--- src/hw/rtl/sdf_pkg.sv ---
`default_nettype none

package sdf_pkg;

    // Fraction bits of positions, delta, forces and velocity.
    localparam int FRAC_BITS = 14;

    // Field widths.
    localparam int ACT_W     = 2;
    localparam int DT_W      = 16;
    localparam int CFG_W     = 16;
    localparam int CFG_IDX_W = 3;
    localparam int TGT_W     = 16;
    localparam int POS_W     = 18;
    localparam int VEL_W     = 20;

    // Stream data widths, padded to whole bytes.
    localparam int S_TDATA_W = 24;
    localparam int M_TDATA_W = 56;

    // Shared multiplier: A operand, B operand and registered product.
    localparam int MUL_A_W = 32;
    localparam int MUL_B_W = 24;
    localparam int PROD_W  = MUL_A_W + MUL_B_W;

    // Intermediate widths.
    localparam int TGT_SUM_W = 25;
    localparam int DELTA_W   = POS_W + 1;
    localparam int MAG_W     = DELTA_W + 1;
    localparam int DMULT_W   = MUL_B_W;
    localparam int FORCE_W   = MUL_A_W;
    localparam int VEL_SUM_W = 34;
    localparam int POS_SUM_W = 22;

    // Rescaling shifts.
    localparam int STEP_SHIFT = 24 - FRAC_BITS;
    localparam int GAIN_SHIFT = FRAC_BITS - 8;
    localparam int PULL_SHIFT = 8;
    localparam int DT_SHIFT   = 16;
    localparam int Q14_SHL    = (FRAC_BITS >= 14) ? (FRAC_BITS - 14) : 0;
    localparam int Q14_SHR    = (FRAC_BITS < 14) ? (14 - FRAC_BITS) : 0;

    // Move commands.
    localparam logic [ACT_W-1:0] ACT_LEFT  = 2'd1;
    localparam logic [ACT_W-1:0] ACT_RIGHT = 2'd2;

    // Configuration register indexes.
    localparam logic [CFG_IDX_W-1:0] CFG_STIFFNESS    = 3'd0;
    localparam logic [CFG_IDX_W-1:0] CFG_MOVE_RATE    = 3'd1;
    localparam logic [CFG_IDX_W-1:0] CFG_DAMPING_BASE = 3'd2;
    localparam logic [CFG_IDX_W-1:0] CFG_DAMP_MIN     = 3'd3;
    localparam logic [CFG_IDX_W-1:0] CFG_DAMP_MAX     = 3'd4;

    // Configuration reset values.
    localparam logic [CFG_W-1:0] RST_STIFFNESS    = 16'd6400;
    localparam logic [CFG_W-1:0] RST_MOVE_RATE    = 16'd512;
    localparam logic [CFG_W-1:0] RST_DAMPING_BASE = 16'd1024;
    localparam logic [CFG_W-1:0] RST_DAMP_MIN     = 16'd1638;
    localparam logic [CFG_W-1:0] RST_DAMP_MAX     = 16'd16384;

    // Operand pair routed to the shared multiplier.
    typedef enum logic [2:0] {
        MUL_STEP,
        MUL_DAMP,
        MUL_PULL,
        MUL_FORCE,
        MUL_VEL
    } mul_sel_t;

    // Commands from the controller to the datapath.
    typedef struct packed {
        logic     capture;
        logic     mul_en;
        mul_sel_t mul_sel;
        logic     load_target;
        logic     load_delta;
        logic     load_damp;
        logic     load_force;
        logic     load_vel;
        logic     load_pos;
        logic     load_out;
    } sdf_cmd_t;

endpackage

`default_nettype wire

--- src/hw/rtl/sdf_dp.sv ---
`default_nettype none

module sdf_dp (
    input  wire logic                           clk,
    input  wire logic                           rst_n,
    input  wire logic                           cfg_we,
    input  wire logic [sdf_pkg::CFG_IDX_W-1:0]  cfg_index,
    input  wire logic [sdf_pkg::CFG_W-1:0]      cfg_data,
    input  wire logic [sdf_pkg::S_TDATA_W-1:0]  s_tdata,
    input  wire sdf_pkg::sdf_cmd_t              cmd,
    output logic      [sdf_pkg::M_TDATA_W-1:0]  m_tdata
);

    localparam int A_W   = sdf_pkg::MUL_A_W;
    localparam int B_W   = sdf_pkg::MUL_B_W;
    localparam int P_W   = sdf_pkg::PROD_W;
    localparam int CW    = sdf_pkg::CFG_W;
    localparam int DTW   = sdf_pkg::DT_W;
    localparam int AW    = sdf_pkg::ACT_W;
    localparam int TW    = sdf_pkg::TGT_W;
    localparam int PW    = sdf_pkg::POS_W;
    localparam int VW    = sdf_pkg::VEL_W;
    localparam int TSW   = sdf_pkg::TGT_SUM_W;
    localparam int DW    = sdf_pkg::DELTA_W;
    localparam int MW    = sdf_pkg::MAG_W;
    localparam int DMW   = sdf_pkg::DMULT_W;
    localparam int FW    = sdf_pkg::FORCE_W;
    localparam int VSW   = sdf_pkg::VEL_SUM_W;
    localparam int PSW   = sdf_pkg::POS_SUM_W;
    localparam int PAD_W = sdf_pkg::M_TDATA_W - TW - PW - VW;

    localparam logic signed [TSW-1:0] TGT_ONE = TSW'(1 << sdf_pkg::FRAC_BITS);
    localparam logic signed [VSW-1:0] VEL_HI  = VSW'((1 << (VW - 1)) - 1);
    localparam logic signed [VSW-1:0] VEL_LO  = -VSW'(1 << (VW - 1));
    localparam logic signed [PSW-1:0] POS_HI  = PSW'((1 << (PW - 1)) - 1);
    localparam logic signed [PSW-1:0] POS_LO  = -PSW'(1 << (PW - 1));

    // Configuration registers.
    logic [CW-1:0] stiffness_reg;
    logic [CW-1:0] move_rate_reg;
    logic [CW-1:0] damping_base_reg;
    logic [CW-1:0] damp_min_reg;
    logic [CW-1:0] damp_max_reg;

    // Captured request.
    logic [AW-1:0]  action_reg;
    logic [DTW-1:0] dt_reg;

    // Follower state.
    logic signed [TW-1:0] target_reg;
    logic signed [PW-1:0] position_reg;
    logic signed [VW-1:0] velocity_reg;

    // Working registers.
    logic signed [P_W-1:0] prod_reg;
    logic signed [DW-1:0]  delta_reg;
    logic signed [DMW-1:0] dmult_reg;
    logic signed [FW-1:0]  damp_reg;
    logic signed [FW-1:0]  force_reg;
    logic [sdf_pkg::M_TDATA_W-1:0] out_reg;

    // Combinational values.
    logic signed [A_W-1:0] mul_a;
    logic signed [B_W-1:0] mul_b;
    logic signed [B_W-1:0] dt_b;
    logic signed [TSW-1:0] tgt_step;
    logic signed [TSW-1:0] tgt_base;
    logic signed [TSW-1:0] tgt_sum;
    logic signed [TSW-1:0] tgt_clamped;
    logic signed [TW-1:0]  target_next;
    logic signed [DW-1:0]  delta_c;
    logic signed [MW-1:0]  delta_x;
    logic signed [MW-1:0]  abs_x;
    logic [MW-1:0]         mag;
    logic [MW-1:0]         mag_lo;
    logic [MW-1:0]         mag_hi;
    logic [MW-1:0]         mag_t;
    logic [MW-1:0]         mag_c;
    logic signed [DMW-1:0] base_s;
    logic signed [DMW-1:0] dmult_c;
    logic signed [P_W-1:0] neg_prod;
    logic signed [FW-1:0]  damp_c;
    logic signed [FW-1:0]  pull_c;
    logic signed [FW-1:0]  force_c;
    logic signed [VSW-1:0] vel_sum;
    logic signed [VW-1:0]  velocity_next;
    logic signed [PSW-1:0] pos_sum;
    logic signed [PW-1:0]  position_next;

    // Configuration writes; unknown indexes are ignored.
    always_ff @(posedge clk or negedge rst_n)
    begin
        if (!rst_n)
        begin
            stiffness_reg    <= sdf_pkg::RST_STIFFNESS;
            move_rate_reg    <= sdf_pkg::RST_MOVE_RATE;
            damping_base_reg <= sdf_pkg::RST_DAMPING_BASE;
            damp_min_reg     <= sdf_pkg::RST_DAMP_MIN;
            damp_max_reg     <= sdf_pkg::RST_DAMP_MAX;
        end
        else if (cfg_we)
        begin
            unique case (cfg_index)
                sdf_pkg::CFG_STIFFNESS:    stiffness_reg    <= cfg_data;
                sdf_pkg::CFG_MOVE_RATE:    move_rate_reg    <= cfg_data;
                sdf_pkg::CFG_DAMPING_BASE: damping_base_reg <= cfg_data;
                sdf_pkg::CFG_DAMP_MIN:     damp_min_reg     <= cfg_data;
                sdf_pkg::CFG_DAMP_MAX:     damp_max_reg     <= cfg_data;
                default:                   ;
            endcase
        end
    end

    // Operand selection for the shared multiplier.
    always_comb
    begin
        dt_b = $signed(B_W'(dt_reg));
        unique case (cmd.mul_sel)
            sdf_pkg::MUL_STEP:
            begin
                mul_a = $signed(A_W'(move_rate_reg));
                mul_b = dt_b;
            end
            sdf_pkg::MUL_DAMP:
            begin
                mul_a = A_W'(velocity_reg);
                mul_b = dmult_reg;
            end
            sdf_pkg::MUL_PULL:
            begin
                mul_a = A_W'(delta_reg);
                mul_b = $signed(B_W'(stiffness_reg));
            end
            sdf_pkg::MUL_FORCE:
            begin
                mul_a = force_reg;
                mul_b = dt_b;
            end
            sdf_pkg::MUL_VEL:
            begin
                mul_a = A_W'(velocity_reg);
                mul_b = dt_b;
            end
            default:
            begin
                mul_a = '0;
                mul_b = '0;
            end
        endcase
    end

    // Target move and clamp to [-1, 1].
    always_comb
    begin
        tgt_step = TSW'(prod_reg >>> sdf_pkg::STEP_SHIFT);
        tgt_base = TSW'(target_reg);
        priority if (action_reg == sdf_pkg::ACT_LEFT)
            tgt_sum = tgt_base - tgt_step;
        else if (action_reg == sdf_pkg::ACT_RIGHT)
            tgt_sum = tgt_base + tgt_step;
        else
            tgt_sum = tgt_base;
        priority if (tgt_sum > TGT_ONE)
            tgt_clamped = TGT_ONE;
        else if (tgt_sum < -TGT_ONE)
            tgt_clamped = -TGT_ONE;
        else
            tgt_clamped = tgt_sum;
        target_next = TW'(tgt_clamped);
    end

    // Distance, clamped magnitude and damping multiplier.
    always_comb
    begin
        delta_c = DW'(position_reg) - DW'(target_reg);
        delta_x = MW'(delta_c);
        abs_x   = (delta_x < 0) ? -delta_x : delta_x;
        mag     = $unsigned(abs_x);
        mag_lo  = (MW'(damp_min_reg) << sdf_pkg::Q14_SHL) >> sdf_pkg::Q14_SHR;
        mag_hi  = (MW'(damp_max_reg) << sdf_pkg::Q14_SHL) >> sdf_pkg::Q14_SHR;
        // Lower bound first, then upper bound, so crossed bounds give the upper one.
        mag_t   = (mag < mag_lo) ? mag_lo : mag;
        mag_c   = (mag_t > mag_hi) ? mag_hi : mag_t;
        base_s  = $signed(DMW'(damping_base_reg)) <<< sdf_pkg::GAIN_SHIFT;
        dmult_c = base_s - $signed(DMW'(mag_c));
    end

    // Forces, velocity and position from the registered product.
    always_comb
    begin
        neg_prod      = -prod_reg;
        damp_c        = FW'(neg_prod >>> sdf_pkg::FRAC_BITS);
        pull_c        = FW'(neg_prod >>> sdf_pkg::PULL_SHIFT);
        force_c       = pull_c + damp_reg;
        vel_sum       = VSW'(velocity_reg) + VSW'(prod_reg >>> sdf_pkg::DT_SHIFT);
        priority if (vel_sum > VEL_HI)
            velocity_next = VW'(VEL_HI);
        else if (vel_sum < VEL_LO)
            velocity_next = VW'(VEL_LO);
        else
            velocity_next = VW'(vel_sum);
        pos_sum       = PSW'(position_reg) + PSW'(prod_reg >>> sdf_pkg::DT_SHIFT);
        priority if (pos_sum > POS_HI)
            position_next = PW'(POS_HI);
        else if (pos_sum < POS_LO)
            position_next = PW'(POS_LO);
        else
            position_next = PW'(pos_sum);
    end

    // Follower state updates.
    always_ff @(posedge clk or negedge rst_n)
    begin
        if (!rst_n)
        begin
            target_reg   <= '0;
            position_reg <= '0;
            velocity_reg <= '0;
        end
        else
        begin
            if (cmd.load_target)
                target_reg <= target_next;
            if (cmd.load_vel)
                velocity_reg <= velocity_next;
            if (cmd.load_pos)
                position_reg <= position_next;
        end
    end

    // Request capture, product and working registers.
    always_ff @(posedge clk)
    begin
        if (cmd.capture)
        begin
            action_reg <= s_tdata[AW-1:0];
            dt_reg     <= s_tdata[AW+DTW-1:AW];
        end
        if (cmd.mul_en)
            prod_reg <= P_W'(mul_a) * P_W'(mul_b);
        if (cmd.load_delta)
        begin
            delta_reg <= delta_c;
            dmult_reg <= dmult_c;
        end
        if (cmd.load_damp)
            damp_reg <= damp_c;
        if (cmd.load_force)
            force_reg <= force_c;
        if (cmd.load_out)
            out_reg <= {{PAD_W{1'b0}}, velocity_reg, position_reg, target_reg};
    end

    assign m_tdata = out_reg;

endmodule

`default_nettype wire

--- src/hw/rtl/sdf_ctrl.sv ---
`default_nettype none

module sdf_ctrl (
    input  wire logic                 clk,
    input  wire logic                 rst_n,
    input  wire logic                 s_tvalid,
    output logic                      s_tready,
    output logic                      m_tvalid,
    input  wire logic                 m_tready,
    output sdf_pkg::sdf_cmd_t         cmd
);

    typedef enum logic [3:0] {
        ST_IDLE,
        ST_MSTEP,
        ST_TGT,
        ST_DELTA,
        ST_MDAMP,
        ST_MPULL,
        ST_FORCE,
        ST_MVEL,
        ST_VEL,
        ST_MPOS,
        ST_POS,
        ST_DONE
    } state_t;

    state_t state_reg;
    state_t state_next;
    logic   m_tvalid_reg;
    logic   m_tvalid_next;
    logic   out_free;

    assign s_tready = (state_reg == ST_IDLE);
    assign m_tvalid = m_tvalid_reg;
    assign out_free = !m_tvalid_reg || m_tready;

    // Sequencing and command decode.
    always_comb
    begin
        state_next    = state_reg;
        m_tvalid_next = m_tvalid_reg && !m_tready;
        cmd           = '0;
        cmd.mul_sel   = sdf_pkg::MUL_STEP;
        unique case (state_reg)
            ST_IDLE:
            begin
                if (s_tvalid)
                begin
                    cmd.capture = 1'b1;
                    state_next  = ST_MSTEP;
                end
            end
            ST_MSTEP:
            begin
                cmd.mul_en  = 1'b1;
                cmd.mul_sel = sdf_pkg::MUL_STEP;
                state_next  = ST_TGT;
            end
            ST_TGT:
            begin
                cmd.load_target = 1'b1;
                state_next      = ST_DELTA;
            end
            ST_DELTA:
            begin
                cmd.load_delta = 1'b1;
                state_next     = ST_MDAMP;
            end
            ST_MDAMP:
            begin
                cmd.mul_en  = 1'b1;
                cmd.mul_sel = sdf_pkg::MUL_DAMP;
                state_next  = ST_MPULL;
            end
            ST_MPULL:
            begin
                cmd.load_damp = 1'b1;
                cmd.mul_en    = 1'b1;
                cmd.mul_sel   = sdf_pkg::MUL_PULL;
                state_next    = ST_FORCE;
            end
            ST_FORCE:
            begin
                cmd.load_force = 1'b1;
                state_next     = ST_MVEL;
            end
            ST_MVEL:
            begin
                cmd.mul_en  = 1'b1;
                cmd.mul_sel = sdf_pkg::MUL_FORCE;
                state_next  = ST_VEL;
            end
            ST_VEL:
            begin
                cmd.load_vel = 1'b1;
                state_next   = ST_MPOS;
            end
            ST_MPOS:
            begin
                cmd.mul_en  = 1'b1;
                cmd.mul_sel = sdf_pkg::MUL_VEL;
                state_next  = ST_POS;
            end
            ST_POS:
            begin
                cmd.load_pos = 1'b1;
                state_next   = ST_DONE;
            end
            ST_DONE:
            begin
                // Hand the result over once the output register is free.
                if (out_free)
                begin
                    cmd.load_out  = 1'b1;
                    m_tvalid_next = 1'b1;
                    state_next    = ST_IDLE;
                end
            end
            default:
            begin
                state_next = ST_IDLE;
            end
        endcase
    end

    // State and registered output valid.
    always_ff @(posedge clk or negedge rst_n)
    begin
        if (!rst_n)
        begin
            state_reg    <= ST_IDLE;
            m_tvalid_reg <= 1'b0;
        end
        else
        begin
            state_reg    <= state_next;
            m_tvalid_reg <= m_tvalid_next;
        end
    end

endmodule

`default_nettype wire

--- src/hw/rtl/spring_damper_follower_top.sv ---
`default_nettype none

// Channel   Direction  Request contents
// s_*       in         one tick: move command and time step
// m_*       out        target, position and velocity after the tick
// cfg_*     in         register write: index and 16-bit value
//
// A request runs through the sequencer states one product at a time, and a new request
// is not accepted until the last one is done, as its five products share one 32x24
// multiplier. The next request is accepted in the cycle after the result is
// loaded into the output register, even while that result still waits for m_tready.
// Reset clears target, position and velocity and loads the default gains.
// A stalled result holds the sequence in its last step until the output frees.

module spring_damper_follower_top (
    input  wire logic                           clk,
    input  wire logic                           rst_n,
    input  wire logic                           s_tvalid,
    output logic                                s_tready,
    // [1:0] action, [17:2] time_step, [23:18] zero
    input  wire logic [sdf_pkg::S_TDATA_W-1:0]  s_tdata,
    output logic                                m_tvalid,
    input  wire logic                           m_tready,
    // [15:0] target_position, [33:16] current_position,
    // [53:34] current_velocity, [55:54] zero
    output logic      [sdf_pkg::M_TDATA_W-1:0]  m_tdata,
    input  wire logic                           cfg_we,
    input  wire logic [sdf_pkg::CFG_IDX_W-1:0]  cfg_index,
    input  wire logic [sdf_pkg::CFG_W-1:0]      cfg_data
);

    sdf_pkg::sdf_cmd_t cmd;

    // Sequencer.
    sdf_ctrl u_ctrl (
        .clk      (clk),
        .rst_n    (rst_n),
        .s_tvalid (s_tvalid),
        .s_tready (s_tready),
        .m_tvalid (m_tvalid),
        .m_tready (m_tready),
        .cmd      (cmd)
    );

    // Arithmetic, state and configuration.
    sdf_dp u_dp (
        .clk       (clk),
        .rst_n     (rst_n),
        .cfg_we    (cfg_we),
        .cfg_index (cfg_index),
        .cfg_data  (cfg_data),
        .s_tdata   (s_tdata),
        .cmd       (cmd),
        .m_tdata   (m_tdata)
    );

endmodule

`default_nettype wire

--- config.mk ---
export PLATFORM = sky130hd
export DESIGN_NAME = spring_damper_follower_top
export DESIGN_NICKNAME = d
export VERILOG_FILES = /design/src/hw/rtl/sdf_pkg.sv /design/src/hw/rtl/sdf_dp.sv /design/src/hw/rtl/sdf_ctrl.sv /design/src/hw/rtl/spring_damper_follower_top.sv
export SDC_FILE = /design/constraint.sdc
export NUM_CORES = 2
export LEC_CHECK = 0
export BUFFER_PORTS_ARGS = -buffer_cell sky130_fd_sc_hd__buf_2
export CAP_MARGIN = 20
export CORE_MARGIN = 5
export CORE_UTILIZATION = 59
export DETAILED_ROUTE_END_ITERATION = 16
export PLACE_DENSITY_LB_ADDON = 0.3
export SYNTH_ARGS = -nofsm -noshare
export SYNTH_HDL_FRONTEND = slang
export SYNTH_SLANG_ARGS = --single-unit
--- constraint.sdc ---
create_clock -name clk -period 11.2 [get_ports clk]
set_input_delay 2.24 -clock clk [delete_from_list [all_inputs] [get_ports clk]]
set_output_delay 2.24 -clock clk [all_outputs]
set_load 0.1 [all_outputs]
==> summary.md <==
| Metric | Value |
|---|---|
| Status | completed |
| Setup_tns | 0 ps |
| CP Launch Type | flop |
| Final Slew Violations | 0 |
| Crit end category | flop |
| Fill cells | 6697 |
| Placed instance count | 6284 |
| Worst-path cell with the longest stage delay | or4_1 |
| Dpl ws | 800 ps |
| Max reg flops | 54 |
| WL final | 141 mm |
| # DRC | 0 |
| Clk buf depth | 3 |
| Kind of cell adding the most delay to the critical path | compound AO/OA/AOI/OAI gates |
| Sequential area share after synthesis | 21.3% |
| CTS sink count | 367 |
| Crit path DAT | 10810 ps |
| RSZ-0062 raised after global routing | false |
| CP required | 11530 ps |
| Slew Limit Headroom | 14.5% |
| Slew @ Worst Pin | 1280 ps |
| EDFF count, synth | 228 |
| Main synth FF type | edfxtp_1 |
| PnR worst setup slack | 713 ps |
| Synth Area in Adders | 38.7% |
| Largest family of logic cells by synthesized area | adder cells |
| Avg Inst Size Synth | 9.33 um2 |
| FP Rows | 105 |
| Core region area | 81700 um2 |
| CTS Root Cell | clkbuf_16 |
| Ys Warns | 0 |
| Crit-path max FO | 20 |
| Initial drt markers | 3962 |
| XOR/XNOR Fraction of Synth Area | 4.07% |
| Max_cap viols | 0 |
| Share of layout cells above drive strength 1 | 8.21% |
| Hold-fix buffer count after cts | 0 |
| CP max stage delay | 600 ps |
| Syn Inst Count | 5193 |
| First-pass GRT wire length | 220 mm |
| Final Skew | 16.9 ps |
| Vias per cell | 6.01 |
| Seq. cell area | 10300 um2 |
| Total number of vias | 38247 |
| Most used cell, CP | a21oi_1 |
| Final Instance Count excl. Fillers | 6361 |
| Final setup vio count | 0 |
| Vias in the first global route | 38213 |
| WL/cell | 22.1 um |
| IO Pins | 106 |
| Synth async-reset ratio | 37.9% |
| CTS tree | yes |
| Final Cycle Share | 93.6% |
| Largest net degree at the start of global routing | 87 |
| Area Growth Syn to Fin | 7.33% |
| Remaining Overflow, GRT | 0 |
| Worst Hold Class | flop to flop |
| RD Place Congestion | 0.982 |
| WP buf/inv | 3 |
| # H-tree levels | 2 |
| Seq cells post-synth | 367 |
| Drt first pass iters | 6 |
| Fin. Hold Viols | 0 |
| Mux cell area share after synthesis | 1.80% |
| Yosys cell types | 106 |
| Fin crit period | 10490 ps |
| Die H | 297 um |
| Post-DP HPWL | 115 mm |
| Die ar. | 87900 um2 |
| Initial core utilization | 59.3% |
| PortBufs | 97 |
| GRT Overall Usage | 32.6% |
| Antenna-violating nets left | 0 |
| CTS buffer count | 39 |
| Simple-Gate Fraction of Synth Area | 12.8% |
| Area occupied by multi-input gates | 33800 um2 |
| Die X | 297 um |
| Critical Setup Path Class | flop to flop |
| Initial antenna violation count | 6 |
| Synthesized area | 48400 um2 |
| Clock slew at reported path FFs | 60 ps |
| Worst-Skew Late Latency | 590 ps |
| Hold WS | 501 ps |
| Compound-cell area share of the yosys netlist | 11.9% |
| Max Clk Rate | 95.4 MHz |
| # nets final | 6371 |
-- per-layer routing --
layer | wire length, um | vias up | GRT usage [%]
met1 | 55700 | 19086 | 46.1
met2 | 63000 | 1902 | 51.1
met5 | 48 | - | 0
met4 | 6480 | 8 | 11.5
li1 | - | 16868 | -
met3 | 15400 | 383 | 6.39
-- cell usage in the layout (no fill, tap or decap), types with 19 or more instances in the layout --
cell type	netlist	layout
edfxtp_1	228	228
o21ai_0	136	136
o211ai_1	19	19
xnor2_1	170	170
inv_1	1002	1002
buf_2	3	96
buf_4	3	114
ha_1	341	341
o21bai_1	37	37
a21oi_1	262	261
fa_1	724	724
o21a_1	36	36
or3_1	23	23
and3_1	37	37
a21o_1	84	83
nand2_1	552	552
a22o_1	31	31
mux2_2	68	68
xor2_1	55	55
nor3_1	53	48
a221oi_1	39	26
dfrtp_1	127	126
a221o_1	40	40
and2_1	27	26
nand2b_1	37	37
clkbuf_16	0	40
nand3_1	39	39
nor2_1	497	493
nor2b_1	39	39
-- metrics by stage --
stage,cell area (um2),utilization [%]
2_1_floorplan,48500,-
3_3_place_gp,50600,61.9
3_5_place_dp,50600,61.9
4_1_cts,51900,63.6
5_1_grt,52000,63.6
6_report,52000,63.6
-- logic make-up after synthesis --
kind of cell	count (synthesis)
xor+xnor	225
compound gates	859
simple gates	1402
fa+ha+maj	1065
buf+inv	1197
other cells	2
mux	76
flops	367
-- cells in the mapped netlist (19+ instances only) --
| library cell | instances | area [um2] |
|---|---|---|
| a31oi_1 | 19 | 119 |
| and2_1 | 27 | 169 |
| nand2_1 | 552 | 2070 |
| clkbuf_1 | 169 | 634 |
| a22o_1 | 31 | 272 |
| a21oi_1 | 262 | 1310 |
| ha_1 | 341 | 4270 |
| xnor2_1 | 170 | 1490 |
| o21bai_1 | 37 | 278 |
| o211ai_1 | 19 | 143 |
| a221o_1 | 40 | 400 |
| edfxtp_1 | 228 | 6850 |
| dfrtp_1 | 127 | 3180 |
| mux2_2 | 68 | 766 |
| and3_1 | 37 | 231 |
| o21a_1 | 36 | 270 |
| inv_1 | 1002 | 3760 |
| a221oi_1 | 39 | 342 |
| nand2b_1 | 37 | 231 |
| nand3_1 | 39 | 195 |
| o21ai_0 | 136 | 681 |
| xor2_1 | 55 | 482 |
| or3_1 | 23 | 144 |
| fa_1 | 724 | 14500 |
| nor2_1 | 497 | 1870 |
| nor2b_1 | 39 | 244 |
| a21o_1 | 84 | 631 |
| nor3_1 | 53 | 265 |
-- final timing paths --
path,from,end,slack (ps),cells after the start
setup / recovery,u_dp.target_reg[1],u_dp.dmult_reg[21],710,48
hold / removal,u_dp.stiffness_reg[6],u_dp.stiffness_reg[6],500,1
setup reg to reg,u_dp.target_reg[1],u_dp.dmult_reg[21],710,48
hold reg to reg,u_dp.stiffness_reg[6],u_dp.stiffness_reg[6],500,1
max in group asynchronous,rst_n,u_dp.velocity_reg[14],8160,2
min in group asynchronous,rst_n,u_dp.damp_max_reg[8],1700,1
-- cell type report --
class	instances	share of cell area [%]
Sequential cell	367	19.9
Antenna cell	2	0.00963
Clock inverter	19	0.493
Clock buffer	53	2.13
Inverter	1005	7.26
Multi-Input combinational cell	3633	65.0
Tap cell	1070	2.58
Timing Repair Buffer	212	2.64
-- repair_timing --
| item | in CTS | in global routing |
|---|---|---|
| resized for setup | 0 | 2 |
| endpoints found under the setup margin | 0 | 2 |
| setup buffers | 0 | 0 |
Power is not shown: default switching activity piles up to over one toggle a cycle in this logic, so the estimate is an artifact.
